File: config.mk
export PLATFORM = sky130hd
export DESIGN_NAME = multichannel_lowpass_gain_mixer_flat
export DESIGN_NICKNAME = d
export VERILOG_FILES = /design/src/sv/mlgm_pkg.sv /design/src/sv/mlgm_if.sv /design/src/sv/mlgm_ctrl.sv /design/src/sv/mlgm_dp.sv /design/src/sv/multichannel_lowpass_gain_mixer.sv /design/src/flat_wrapper.sv
export SDC_FILE = /design/constraint.sdc
export NUM_CORES = 2
export LEC_CHECK = 0
export ABC_CLOCK_PERIOD_IN_PS = 10300
export BUFFER_PORTS_ARGS = -buffer_cell sky130_fd_sc_hd__buf_2
export CORE_UTILIZATION = 58
export DETAILED_ROUTE_END_ITERATION = 6
export PLACE_DENSITY = 0.77
export SLEW_MARGIN = 40
export SYNTH_ARGS = -nofsm -noshare
export SYNTH_HDL_FRONTEND = slang
export SYNTH_SLANG_ARGS = --single-unit
File: constraint.sdc
create_clock -name clk -period 10.3 [get_ports clk]
set_input_delay 1.545 -clock clk [delete_from_list [all_inputs] [get_ports clk]]
set_output_delay 1.545 -clock clk [all_outputs]
set_load 0.02 [all_outputs]
File: src/sv/mlgm_pkg.sv
// ----------------------------------------------------------------------------
// mlgm_pkg
// shared types, constants and codes for the low-pass gain mixer
// ----------------------------------------------------------------------------
package mlgm_pkg;

  // channels that carry real filter state
  localparam int CHANNEL_COUNT = 4;
  // slots addressed by the channel field
  localparam int CH_W     = 2;
  localparam int NUM_SLOTS = 1 << CH_W;

  localparam int SAMPLE_W = 16;
  localparam int ALPHA_W  = 17;
  localparam int GAIN_W   = 24;
  localparam int FILT_W   = 32;
  localparam int ACC_W    = 48;
  localparam int PROD_W   = FILT_W + GAIN_W;
  localparam int CFG_IDX_W  = 3;
  localparam int CFG_DATA_W = GAIN_W;

  localparam logic [ALPHA_W-1:0]  ONE_ALPHA = ALPHA_W'(65536);
  localparam logic [GAIN_W-1:0]   ONE_GAIN  = GAIN_W'(65536);
  localparam logic [SAMPLE_W-1:0] SUM_MAX   = SAMPLE_W'(65535);

  typedef enum logic [CFG_IDX_W-1:0] {
    REG_ALPHA_CH0 = 3'd0,
    REG_ALPHA_CH1 = 3'd1,
    REG_ALPHA_CH2 = 3'd2,
    REG_ALPHA_CH3 = 3'd3,
    REG_GAIN_CH0  = 3'd4,
    REG_GAIN_CH1  = 3'd5,
    REG_GAIN_CH2  = 3'd6,
    REG_GAIN_CH3  = 3'd7
  } mlgm_reg_t;

  typedef enum logic [2:0] {
    ST_IDLE,
    ST_MUL_AX,
    ST_MUL_BP,
    ST_FILT,
    ST_MUL_G,
    ST_ACC,
    ST_EMIT
  } mlgm_state_t;

  // controller to datapath
  typedef struct packed {
    logic load;
    logic mul_ax;
    logic mul_bp;
    logic filt;
    logic mul_g;
    logic acc;
    logic emit;
  } mlgm_cmd_t;

  // datapath to controller
  typedef struct packed {
    logic in_active;
    logic in_started;
    logic in_last;
    logic last;
    logic out_free;
  } mlgm_sts_t;

endpackage

File: src/sv/mlgm_if.sv
// ----------------------------------------------------------------------------
// mlgm_if
// valid/ready channels for sample beats and mixed result beats
// ----------------------------------------------------------------------------
interface mlgm_in_if import mlgm_pkg::*; ();
  logic                valid;
  logic                ready;
  logic [CH_W-1:0]     channel;
  logic [SAMPLE_W-1:0] sample_value;
  logic                sample_present;
  logic                round_end;

  modport source (output valid, channel, sample_value, sample_present, round_end,
                  input ready);
  modport sink (input valid, channel, sample_value, sample_present, round_end,
                output ready);
endinterface

interface mlgm_out_if import mlgm_pkg::*; ();
  logic                valid;
  logic                ready;
  logic [SAMPLE_W-1:0] mixed_sum;
  logic                saturated;

  modport source (output valid, mixed_sum, saturated, input ready);
  modport sink (input valid, mixed_sum, saturated, output ready);
endinterface

File: src/sv/mlgm_ctrl.sv
// ----------------------------------------------------------------------------
// mlgm_ctrl
// sequencer for the shared multiplier: filter, gain, accumulate, emit
// ----------------------------------------------------------------------------
module mlgm_ctrl import mlgm_pkg::*; (
  input  logic      clk,
  input  logic      rst_n,
  input  logic      in_valid,
  output logic      in_ready,
  input  mlgm_sts_t sts,
  output mlgm_cmd_t cmd
);

  mlgm_state_t state_r, state_nxt;

  always_ff @(posedge clk) begin
    if (!rst_n) begin
      state_r <= ST_IDLE;
    end else begin
      state_r <= state_nxt;
    end
  end

  always_comb begin
    state_nxt = state_r;
    cmd       = '0;
    in_ready  = 1'b0;
    case (state_r)
      ST_IDLE: begin
        in_ready = 1'b1;
        if (in_valid) begin
          cmd.load = 1'b1;
          if (sts.in_active && sts.in_started) begin
            state_nxt = ST_MUL_AX;
          end else if (sts.in_active) begin
            state_nxt = ST_FILT;
          end else if (sts.in_last) begin
            state_nxt = ST_EMIT;
          end
        end
      end
      ST_MUL_AX: begin
        cmd.mul_ax = 1'b1;
        state_nxt  = ST_MUL_BP;
      end
      ST_MUL_BP: begin
        cmd.mul_bp = 1'b1;
        state_nxt  = ST_FILT;
      end
      ST_FILT: begin
        cmd.filt  = 1'b1;
        state_nxt = ST_MUL_G;
      end
      ST_MUL_G: begin
        cmd.mul_g = 1'b1;
        state_nxt = ST_ACC;
      end
      ST_ACC: begin
        cmd.acc   = 1'b1;
        state_nxt = sts.last ? ST_EMIT : ST_IDLE;
      end
      ST_EMIT: begin
        // hold until the result register is free
        if (sts.out_free) begin
          cmd.emit  = 1'b1;
          state_nxt = ST_IDLE;
        end
      end
      default: begin
        state_nxt = ST_IDLE;
      end
    endcase
  end

endmodule

File: src/sv/mlgm_dp.sv
// ----------------------------------------------------------------------------
// mlgm_dp
// settings, filter state, shared multiplier, accumulator and result register
// ----------------------------------------------------------------------------
module mlgm_dp import mlgm_pkg::*; (
  input  logic                  clk,
  input  logic                  rst_n,
  input  logic                  cfg_we,
  input  logic [CFG_IDX_W-1:0]  cfg_index,
  input  logic [CFG_DATA_W-1:0] cfg_data,
  input  logic [CH_W-1:0]       in_channel,
  input  logic [SAMPLE_W-1:0]   in_sample_value,
  input  logic                  in_sample_present,
  input  logic                  in_round_end,
  input  mlgm_cmd_t             cmd,
  output mlgm_sts_t             sts,
  output logic                  out_valid,
  input  logic                  out_ready,
  output logic [SAMPLE_W-1:0]   out_mixed_sum,
  output logic                  out_saturated
);

  logic [ALPHA_W-1:0]  alpha_r   [NUM_SLOTS];
  logic [GAIN_W-1:0]   gain_r    [NUM_SLOTS];
  logic [FILT_W-1:0]   filt_r    [NUM_SLOTS];
  logic [NUM_SLOTS-1:0] started_r;

  logic [CH_W-1:0]     ch_r;
  logic [SAMPLE_W-1:0] x_r;
  logic                last_r;
  logic                first_r;
  logic [PROD_W-1:0]   prod_r;
  logic [FILT_W-1:0]   ax_r;
  logic [ACC_W-1:0]    acc_r;
  logic                out_valid_r;
  logic [SAMPLE_W-1:0] sum_r;
  logic                sat_r;

  logic [ALPHA_W-1:0]  alpha_eff;
  logic [ALPHA_W-1:0]  beta_eff;
  logic [GAIN_W-1:0]   gain_eff;
  logic [FILT_W-1:0]   mul_a;
  logic [GAIN_W-1:0]   mul_b;
  logic [FILT_W-1:0]   y_new;
  logic [ACC_W:0]      ceil_full;
  logic [ACC_W-16:0]   ceil_sum;
  logic                ceil_sat;

  // settings, clamped as they are used
  always_comb begin
    alpha_eff = (alpha_r[ch_r] > ONE_ALPHA) ? ONE_ALPHA : alpha_r[ch_r];
    beta_eff  = ONE_ALPHA - alpha_eff;
    gain_eff  = (gain_r[ch_r] == '0) ? ONE_GAIN : gain_r[ch_r];
  end

  always_ff @(posedge clk) begin
    if (!rst_n) begin
      for (int i = 0; i < NUM_SLOTS; i++) begin
        alpha_r[i] <= ONE_ALPHA;
        gain_r[i]  <= ONE_GAIN;
      end
    end else if (cfg_we) begin
      case (mlgm_reg_t'(cfg_index))
        REG_ALPHA_CH0: alpha_r[0] <= cfg_data[ALPHA_W-1:0];
        REG_ALPHA_CH1: alpha_r[1] <= cfg_data[ALPHA_W-1:0];
        REG_ALPHA_CH2: alpha_r[2] <= cfg_data[ALPHA_W-1:0];
        REG_ALPHA_CH3: alpha_r[3] <= cfg_data[ALPHA_W-1:0];
        REG_GAIN_CH0:  gain_r[0]  <= cfg_data[GAIN_W-1:0];
        REG_GAIN_CH1:  gain_r[1]  <= cfg_data[GAIN_W-1:0];
        REG_GAIN_CH2:  gain_r[2]  <= cfg_data[GAIN_W-1:0];
        REG_GAIN_CH3:  gain_r[3]  <= cfg_data[GAIN_W-1:0];
        default: ;
      endcase
    end
  end

  // status for the controller
  always_comb begin
    sts.in_active  = in_sample_present &&
                     ({1'b0, in_channel} < (CH_W+1)'(CHANNEL_COUNT));
    sts.in_started = started_r[in_channel];
    sts.in_last    = in_round_end;
    sts.last       = last_r;
    sts.out_free   = !out_valid_r || out_ready;
  end

  // beat capture
  always_ff @(posedge clk) begin
    if (cmd.load) begin
      ch_r    <= in_channel;
      x_r     <= in_sample_value;
      last_r  <= in_round_end;
      first_r <= !started_r[in_channel];
    end
  end

  // shared 32x24 multiplier operand select
  always_comb begin
    mul_a = filt_r[ch_r];
    mul_b = gain_eff;
    if (cmd.mul_ax) begin
      mul_a = FILT_W'(x_r);
      mul_b = GAIN_W'(alpha_eff);
    end else if (cmd.mul_bp) begin
      mul_b = GAIN_W'(beta_eff);
    end
  end

  always_ff @(posedge clk) begin
    if (cmd.mul_ax || cmd.mul_bp || cmd.mul_g) begin
      prod_r <= PROD_W'(mul_a) * PROD_W'(mul_b);
    end
    if (cmd.mul_bp) begin
      // alpha*x is below 2^32
      ax_r <= prod_r[FILT_W-1:0];
    end
  end

  // first sample passes through, else alpha*x + floor(beta*prev / 2^16)
  assign y_new = first_r ? {x_r, 16'h0000}
                         : FILT_W'(ax_r + FILT_W'(prod_r[PROD_W-1:16]));

  always_ff @(posedge clk) begin
    if (!rst_n) begin
      started_r <= '0;
      for (int i = 0; i < NUM_SLOTS; i++) begin
        filt_r[i] <= '0;
      end
    end else if (cmd.filt) begin
      filt_r[ch_r]    <= y_new;
      started_r[ch_r] <= 1'b1;
    end
  end

  // ceiling of the Q.16 sum, saturated
  always_comb begin
    ceil_full = (ACC_W+1)'(acc_r) + (ACC_W+1)'(17'h0FFFF);
    ceil_sum  = ceil_full[ACC_W:16];
    ceil_sat  = |ceil_sum[ACC_W-16:16];
  end

  always_ff @(posedge clk) begin
    if (!rst_n) begin
      acc_r <= '0;
    end else if (cmd.acc) begin
      acc_r <= ACC_W'(acc_r + ACC_W'(prod_r[PROD_W-1:16]));
    end else if (cmd.emit) begin
      acc_r <= '0;
    end
  end

  always_ff @(posedge clk) begin
    if (!rst_n) begin
      out_valid_r <= 1'b0;
    end else if (cmd.emit) begin
      out_valid_r <= 1'b1;
    end else if (out_ready) begin
      out_valid_r <= 1'b0;
    end
  end

  always_ff @(posedge clk) begin
    if (cmd.emit) begin
      sum_r <= ceil_sat ? SUM_MAX : ceil_sum[SAMPLE_W-1:0];
      sat_r <= ceil_sat;
    end
  end

  assign out_valid     = out_valid_r;
  assign out_mixed_sum = sum_r;
  assign out_saturated = sat_r;

endmodule

File: src/sv/multichannel_lowpass_gain_mixer.sv
// ----------------------------------------------------------------------------
// multichannel_lowpass_gain_mixer
// per-channel exponential low-pass, gain and round mixer with saturated output
// ----------------------------------------------------------------------------
// steps: an absent or out-of-range beat ends in ST_IDLE, a channel's first
//   sample runs ST_FILT, ST_MUL_G, ST_ACC, a filtered one ST_MUL_AX, ST_MUL_BP
//   first; a round-end beat adds ST_EMIT, held while the result reg is full;
//   one shared 32x24 multiplier does alpha*x, (1-alpha)*prev and the gain product
//   in turn, each registered; result beat valid the cycle after the emit step
// reset: rst_n synchronous active low; settings go to 1.0, filter state,
//   started flags and the accumulator clear, result register empties
// ----------------------------------------------------------------------------
module multichannel_lowpass_gain_mixer import mlgm_pkg::*; (
  input  logic                  clk,
  input  logic                  rst_n,
  // configuration write port
  input  logic                  cfg_we,
  input  logic [CFG_IDX_W-1:0]  cfg_index,
  input  logic [CFG_DATA_W-1:0] cfg_data,
  // sample beats
  mlgm_in_if.sink               in_ch,
  // mixed result beats
  mlgm_out_if.source            out_ch
);

  mlgm_cmd_t cmd;
  mlgm_sts_t sts;
  logic      in_ready;

  // sequencer: one beat at a time through the multiplier steps
  mlgm_ctrl u_ctrl (
    .clk      (clk),
    .rst_n    (rst_n),
    .in_valid (in_ch.valid),
    .in_ready (in_ready),
    .sts      (sts),
    .cmd      (cmd)
  );

  assign in_ch.ready = in_ready;

  // settings, filter state, multiplier, accumulator and result register
  mlgm_dp u_dp (
    .clk               (clk),
    .rst_n             (rst_n),
    .cfg_we            (cfg_we),
    .cfg_index         (cfg_index),
    .cfg_data          (cfg_data),
    .in_channel        (in_ch.channel),
    .in_sample_value   (in_ch.sample_value),
    .in_sample_present (in_ch.sample_present),
    .in_round_end      (in_ch.round_end),
    .cmd               (cmd),
    .sts               (sts),
    .out_valid         (out_ch.valid),
    .out_ready         (out_ch.ready),
    .out_mixed_sum     (out_ch.mixed_sum),
    .out_saturated     (out_ch.saturated)
  );

endmodule
File: src/flat_wrapper.sv
// flat-port wrapper written by rule: the top's interface ports become plain ports
module multichannel_lowpass_gain_mixer_flat import mlgm_pkg::*;
  (clk, rst_n, cfg_we, cfg_index, cfg_data, in_ch_valid, in_ch_channel, in_ch_sample_value, in_ch_sample_present, in_ch_round_end, in_ch_ready, out_ch_valid, out_ch_mixed_sum, out_ch_saturated, out_ch_ready);
  mlgm_in_if in_ch_i ();
  mlgm_out_if out_ch_i ();
  input  logic clk;
  input  logic rst_n;
  input  logic cfg_we;
  input  logic [CFG_IDX_W-1:0] cfg_index;
  input  logic [CFG_DATA_W-1:0] cfg_data;
  input wire logic [$bits(in_ch_i.valid)-1:0] in_ch_valid;
  input wire logic [$bits(in_ch_i.channel)-1:0] in_ch_channel;
  input wire logic [$bits(in_ch_i.sample_value)-1:0] in_ch_sample_value;
  input wire logic [$bits(in_ch_i.sample_present)-1:0] in_ch_sample_present;
  input wire logic [$bits(in_ch_i.round_end)-1:0] in_ch_round_end;
  output wire logic [$bits(in_ch_i.ready)-1:0] in_ch_ready;
  output wire logic [$bits(out_ch_i.valid)-1:0] out_ch_valid;
  output wire logic [$bits(out_ch_i.mixed_sum)-1:0] out_ch_mixed_sum;
  output wire logic [$bits(out_ch_i.saturated)-1:0] out_ch_saturated;
  input wire logic [$bits(out_ch_i.ready)-1:0] out_ch_ready;
  assign in_ch_i.valid = in_ch_valid;
  assign in_ch_i.channel = in_ch_channel;
  assign in_ch_i.sample_value = in_ch_sample_value;
  assign in_ch_i.sample_present = in_ch_sample_present;
  assign in_ch_i.round_end = in_ch_round_end;
  assign in_ch_ready = in_ch_i.ready;
  assign out_ch_valid = out_ch_i.valid;
  assign out_ch_mixed_sum = out_ch_i.mixed_sum;
  assign out_ch_saturated = out_ch_i.saturated;
  assign out_ch_i.ready = out_ch_ready;
  multichannel_lowpass_gain_mixer u_core (.clk(clk), .rst_n(rst_n), .cfg_we(cfg_we), .cfg_index(cfg_index), .cfg_data(cfg_data), .in_ch(in_ch_i), .out_ch(out_ch_i));
endmodule
Yosys cells after proc, flatten, opt, wreduce, memory -nomap -nowiden --
Memory sizes are Yosys's and may differ from the RTL's. A register that Yosys moved wholly into a read port is not among the register bits. Cells that the tools add are included.
Cells by class: add/sub/neg operators 4, multiply operators 1, $lt $le $gt $ge 4, eq/ne operators 16, multiplexer cells 81, bitwise operators 9, reduce and logical (&&, ||, !) cells 15
Operators by type and width (number):
- two-way mux 24 bit | 7
- two-way mux 32 bit | 3
- two-way mux 48 bit | 2
- two-way mux 17 bit | 5
- multiplier 32 x 24 -> 56 bit | 1
- two-way mux 1 bit | 51
- adder 48 x 16 -> 49 bit (second input constant) | 1
- adder 48 x 40 -> 48 bit | 1
- adder 32 bit | 1
- OR reduction 32 bit | 1
- zero test 24 bit | 1
- == test 3 bit (second input constant) | 7
- case mux 3 bit (7 select lines) | 1
- two-way mux 3 bit | 6
- > comparator 17 bit (second input constant) | 1
- OR reduction 17 bit | 1
- subtractor 17 bit (first input constant) | 1
- == test 3 x 2 -> 1 bit (second input constant) | 4
- two-way mux 2 bit | 4
- bitwise OR 1 bit | 8
- == test 3 x 1 -> 1 bit (second input constant) | 2
- zero test 3 bit | 2
- < comparator 2 x 3 -> 1 bit (second input constant) | 2
- != test 4 bit (second input constant) | 1
- other kinds (11) | 16
Word-level totals: register bits after elaboration 181, bits in writable memories 292, input port bits 52, output and inout bits 19, word-level logic and storage cells 145, memories kept 3
Memories:
- u_core.u_dp.filt_r | words 4, width 32, read ports 1, clocked after memory_dff 1, wr ports 4, line mlgm_dp.sv:25 | logic [FILT_W-1:0] filt_r [NUM_SLOTS];
- u_core.u_dp.gain_r | words 4, width 24, read ports 1, clocked after memory_dff 1, wr ports 4, line mlgm_dp.sv:24 | logic [GAIN_W-1:0] gain_r [NUM_SLOTS];
- u_core.u_dp.alpha_r | words 4, width 17, read ports 1, clocked after memory_dff 1, wr ports 4, line mlgm_dp.sv:23 | logic [ALPHA_W-1:0] alpha_r [NUM_SLOTS];

Depth between registers and ports, before layout --
depth after elaboration 7, depth in mapped cells 41, mapped depth without buffers 35

Modules after synthesis --
A second synthesis with hierarchy kept.
Unflattened totals: cells, all modules 4908, area total of the unflattened synthesis 48479.0 um2
Modules (own cells, without submodules):
- mlgm_dp | instances 1, cells an instance 4875, area an instance 48195.0 um2, sequential area each 13623.1 um2
- mlgm_ctrl | instances 1, cells an instance 33, area an instance 284.0 um2, sequential area each 60.1 um2

Worst setup path before layout --
No wires, ideal clock.
path kind flip-flop to flip-flop, from register (tool-made name), to register u_core.u_dp.prod_r[55], data pin, library setup time 0.264 ns, arrival 9.286 ns, data required time 10.036 ns, setup slack 0.751 ns, stages on the path, launching flop included 41, path buffers 6, clock period less this slack 9.549 ns, cell sequence dfxtp_1 -> buf_2 -> buf_2 -> buf_2 -> mux2_2 -> clkbuf_1 -> nand2_1 -> ha_1 -> nor2b_1 -> buf_2 -> nand3_1 -> o21ai_0 -> a21oi_1 -> a2bb2oi_2 -> a21boi_4 -> buf_4 -> nor2_1 -> fa_1 -> (+5 left out) -> fa_1 -> inv_1 -> fa_1 -> fa_1 -> inv_1 -> fa_1 -> inv_1 -> ha_1 -> o21a_1 -> o21ai_0 -> o31ai_1 -> o2bb2ai_1 -> or2_1 -> nor3b_1 -> o41a_1 -> o41a_1 -> a211oi_1 -> xnor2_1
RTL lines:
- to (signal assigned) | line mlgm_dp.sv:111 | prod_r <= PROD_W'(mul_a) * PROD_W'(mul_b);
- to (decl) | line mlgm_dp.sv:32 | logic [PROD_W-1:0] prod_r;

==> results.sh <==
export IMPL_critPathSlowestCell="mux4_2"
export IMPL_rrSetupSlack_ps=320
export IMPL_min_to="u_core.u_dp.ax_r[8]$_DFFE_PP_"
export IMPL_synth_edf_count=417
export IMPL_fin_util_pct=64.2
export IMPL_async_flop_share_pct=0
export IMPL_die_area_mm2=0.0851
export IMPL_synth_top_area_share_pct=27.1
export IMPL_grt_use_total_pct=32.9
export IMPL_cap_violations=0
export IMPL_ys_flop_type="edfxtp_1"
export IMPL_maxSlewHeadroom_pct=44.9
export IMPL_tightestPinTransition_ps=827
export IMPL_worstRegToRegCells=36
export IMPL_fillers=6509
export IMPL_clkSlewWorstSetupHoldPaths_ps=70
export IMPL_clock_sinks=475
export IMPL_grt_pass1_wl_mm=213
export IMPL_finalMaxSlewViolations=0
export IMPL_grt_pass1_vias=37300
export IMPL_area_growth_syn_to_layout_pct=8.73
export IMPL_yosysUniqueCellTypes=95
export IMPL_whs_path_depth=0
export IMPL_wl_met3_mm=15.2
export IMPL_cts_tree="done"
export IMPL_fp_dieW_um=292
export IMPL_crit_family="adder cells"
export IMPL_die_h_um=292
export IMPL_status="complete, no violations"
export IMPL_wl_met2_mm=63.1
export IMPL_cp_num_buf_inv=9
export IMPL_dpl_cell_area_mm2=0.0510
export IMPL_h_tree_depth=2
export IMPL_final_area_mm2=0.0529
export IMPL_gp_congestion=0.977
export IMPL_arrival_ps=10330
export IMPL_cts_hold_buf=0
export IMPL_worst_path_largest_cell_delay_ps=630
export IMPL_num_rows=105
export IMPL_drive_above_1_share_pct=10.2
export IMPL_dp_hpwl_mm=108
export IMPL_root_buffer="clkbuf_16"
export IMPL_synth_top_cell_by_area="fa_1"
export IMPL_start_kind="register"
export IMPL_dp_cells=6037
export IMPL_synth_most_common_cell="inv_1"
export IMPL_coreArea_mm2=0.0825
export IMPL_grt_max_degree=63
export IMPL_layout_nets=6001
export IMPL_setup_violations=0
export IMPL_hold_class="reg2reg"
export IMPL_antenna_found_initial=4
export IMPL_clkLatencyLatePin_ps=620
export IMPL_clock_fmax_mhz=100
export IMPL_ys_ff_latch=475
export IMPL_wl_met1_mm=52.9
export IMPL_cp_required_ps=10650
export IMPL_drt_iter0_drc=3545
export IMPL_syn_area_mm2=0.0487
export IMPL_worstSetupEndpointType="register"
export IMPL_portBuffers=70
export IMPL_period_needed_ps=9980
export IMPL_overflow=0
export IMPL_routedWlPerCell_um=22.4
export IMPL_cpMostUsedCell="fa_1"
export IMPL_finClkSkew_ps=21.3
export IMPL_synth_seq_area_share_pct=28.1
export IMPL_yosysWarningCount=0
export IMPL_drt_wl_total_mm=138
export IMPL_crit_path_max_fanout=9
export IMPL_crit_type="reg2reg"
export IMPL_start_util_pct=59.0
export IMPL_vias=36800
export IMPL_synth_nets=5899
export IMPL_cts_buffer_depth=3
export IMPL_avgSynthCellArea_um2=9.87
export IMPL_drc=0
export IMPL_dr_max_layer_used="met4"
export IMPL_synth_area_top_cells="fa_1 (27%), edfxtp_1 (26%), ha_1 (6.5%)"
export IMPL_synthTopCellsByCount="inv_1 (834), nor2_1 (697), fa_1 (660)"
export IMPL_ant_nets=0
export IMPL_first_pass_iters=6
export IMPL_worstHoldStart="u_core.u_dp.prod_r[8]$_DFFE_PP_"
export IMPL_layout_cells_non_filler=6147
export IMPL_syn_inst=4933
export IMPL_hold_viol_final=0
export IMPL_vias_per_cell=5.99
export IMPL_finalCritPeriodShare_pct=96.9
export IMPL_io_pins=71
export IMPL_timing_rr_end="u_core.u_dp.prod_r[51]$_DFFE_PP_"
export IMPL_numCtsBuffers=50
[through the flow]
| stage | worst slack (ps) | hold WS (ps) | TNS, ps |
|---|---|---|---|
| finish | 323 | 417 | 0 |
| global route | -47.5 | 419 | -131 |
| CTS | 83.0 | 418 | 0 |
| detailed placement | -118 | 405 | -118 |
| global placement | -73.4 | 404 | -73.4 |
| floorplan | 751 | 400 | 0 |
[kinds of logic (layout without fill, tap and decap cells)]
kind of cell | Yosys count | count (layout) | synth area share, %
xor+xnor | 126 | 126 | 2.27
mux | 113 | 113 | 4.20
compound gates | 539 | 539 | 7.37
other cells | 0 | 5 | 0
fa+ha+maj | 914 | 914 | 33.7
flops | 475 | 475 | 28.1
buf+inv | 1054 | 1193 | 8.31
simple gates | 1712 | 1712 | 16.1
[layout make-up]
cell class,instances,area (um^2),share of cell area (%)
antenna,5,12.5,0.0236
clock buffer,56,1320,2.49
clock inverter,33,308,0.581
inverter,834,3130,5.91
multi-input combinational,3404,31200,58.9
sequential,475,13700,25.9
tap,1070,1340,2.53
timing repair buffer,270,1960,3.70
[worst max path at each step]
stage                                                   to  slack, ps  cells after the start
after floorplan           u_core.u_dp.prod_r[55]$_DFFE_PP_        750                     40
after global placement    u_core.u_dp.prod_r[54]$_DFFE_PP_        -70                     34
after detailed placement  u_core.u_dp.prod_r[54]$_DFFE_PP_       -120                     34
after CTS                 u_core.u_dp.prod_r[54]$_DFFE_PP_         80                     34
after global routing      u_core.u_dp.prod_r[53]$_DFFE_PP_        -50                     36
final                     u_core.u_dp.prod_r[51]$_DFFE_PP_        320                     36
[worst reg2reg max path: cells and delay by family, from the launching register on]
family	cells	cell delay [ps]
flops	1	430
compound gates	10	2310
xor+xnor	1	130
fa+ha+maj	8	3520
simple gates	7	1650
mux	1	630
buf+inv	9	1070
[cells in the final DEF (no fill, tap or decap), types with 100 or more instances in the layout]
cell      netlist  layout
buf_4           4     186
nand2_1       432     430
ha_1          254     254
inv_1         834     833
edfxtp_1      417     417
nor2_1        697     688
a21oi_1       140     139
o21ai_0       108     100
and2_1        197     197
fa_1          660     660
[timing repair]
item                                    CTS  global route
gates cloned                              0             0
resized for setup                         3            21
buffers inserted                          0            16
pin swaps                                 0             4
endpoints found under the setup margin    2            10
[per-layer routing]
metal	vias to the layer above	global-route usage (%)
met5	-	0
met4	0	14.3
met3	379	7.20
li1	16100	-
met1	18400	43.9
met2	1990	52.2
[flip-flops by register name, summed over array words and instances, names as in the netlist, 16 cells and up, named ones only]
name / flops
u_core.u_dp.alpha_r: 68
u_core.u_dp.out_mixed_sum: 16
u_core.u_dp.ax_r: 32
u_core.u_dp.gain_r: 96
u_core.u_dp.acc_r: 48
u_core.u_dp.x_r: 16
u_core.u_dp.filt_r: 128
u_core.u_dp.prod_r: 56
Power is left out: the tool's default activity adds up to more than one toggle a clock period on the data nets, which glitch-free logic cannot reach.
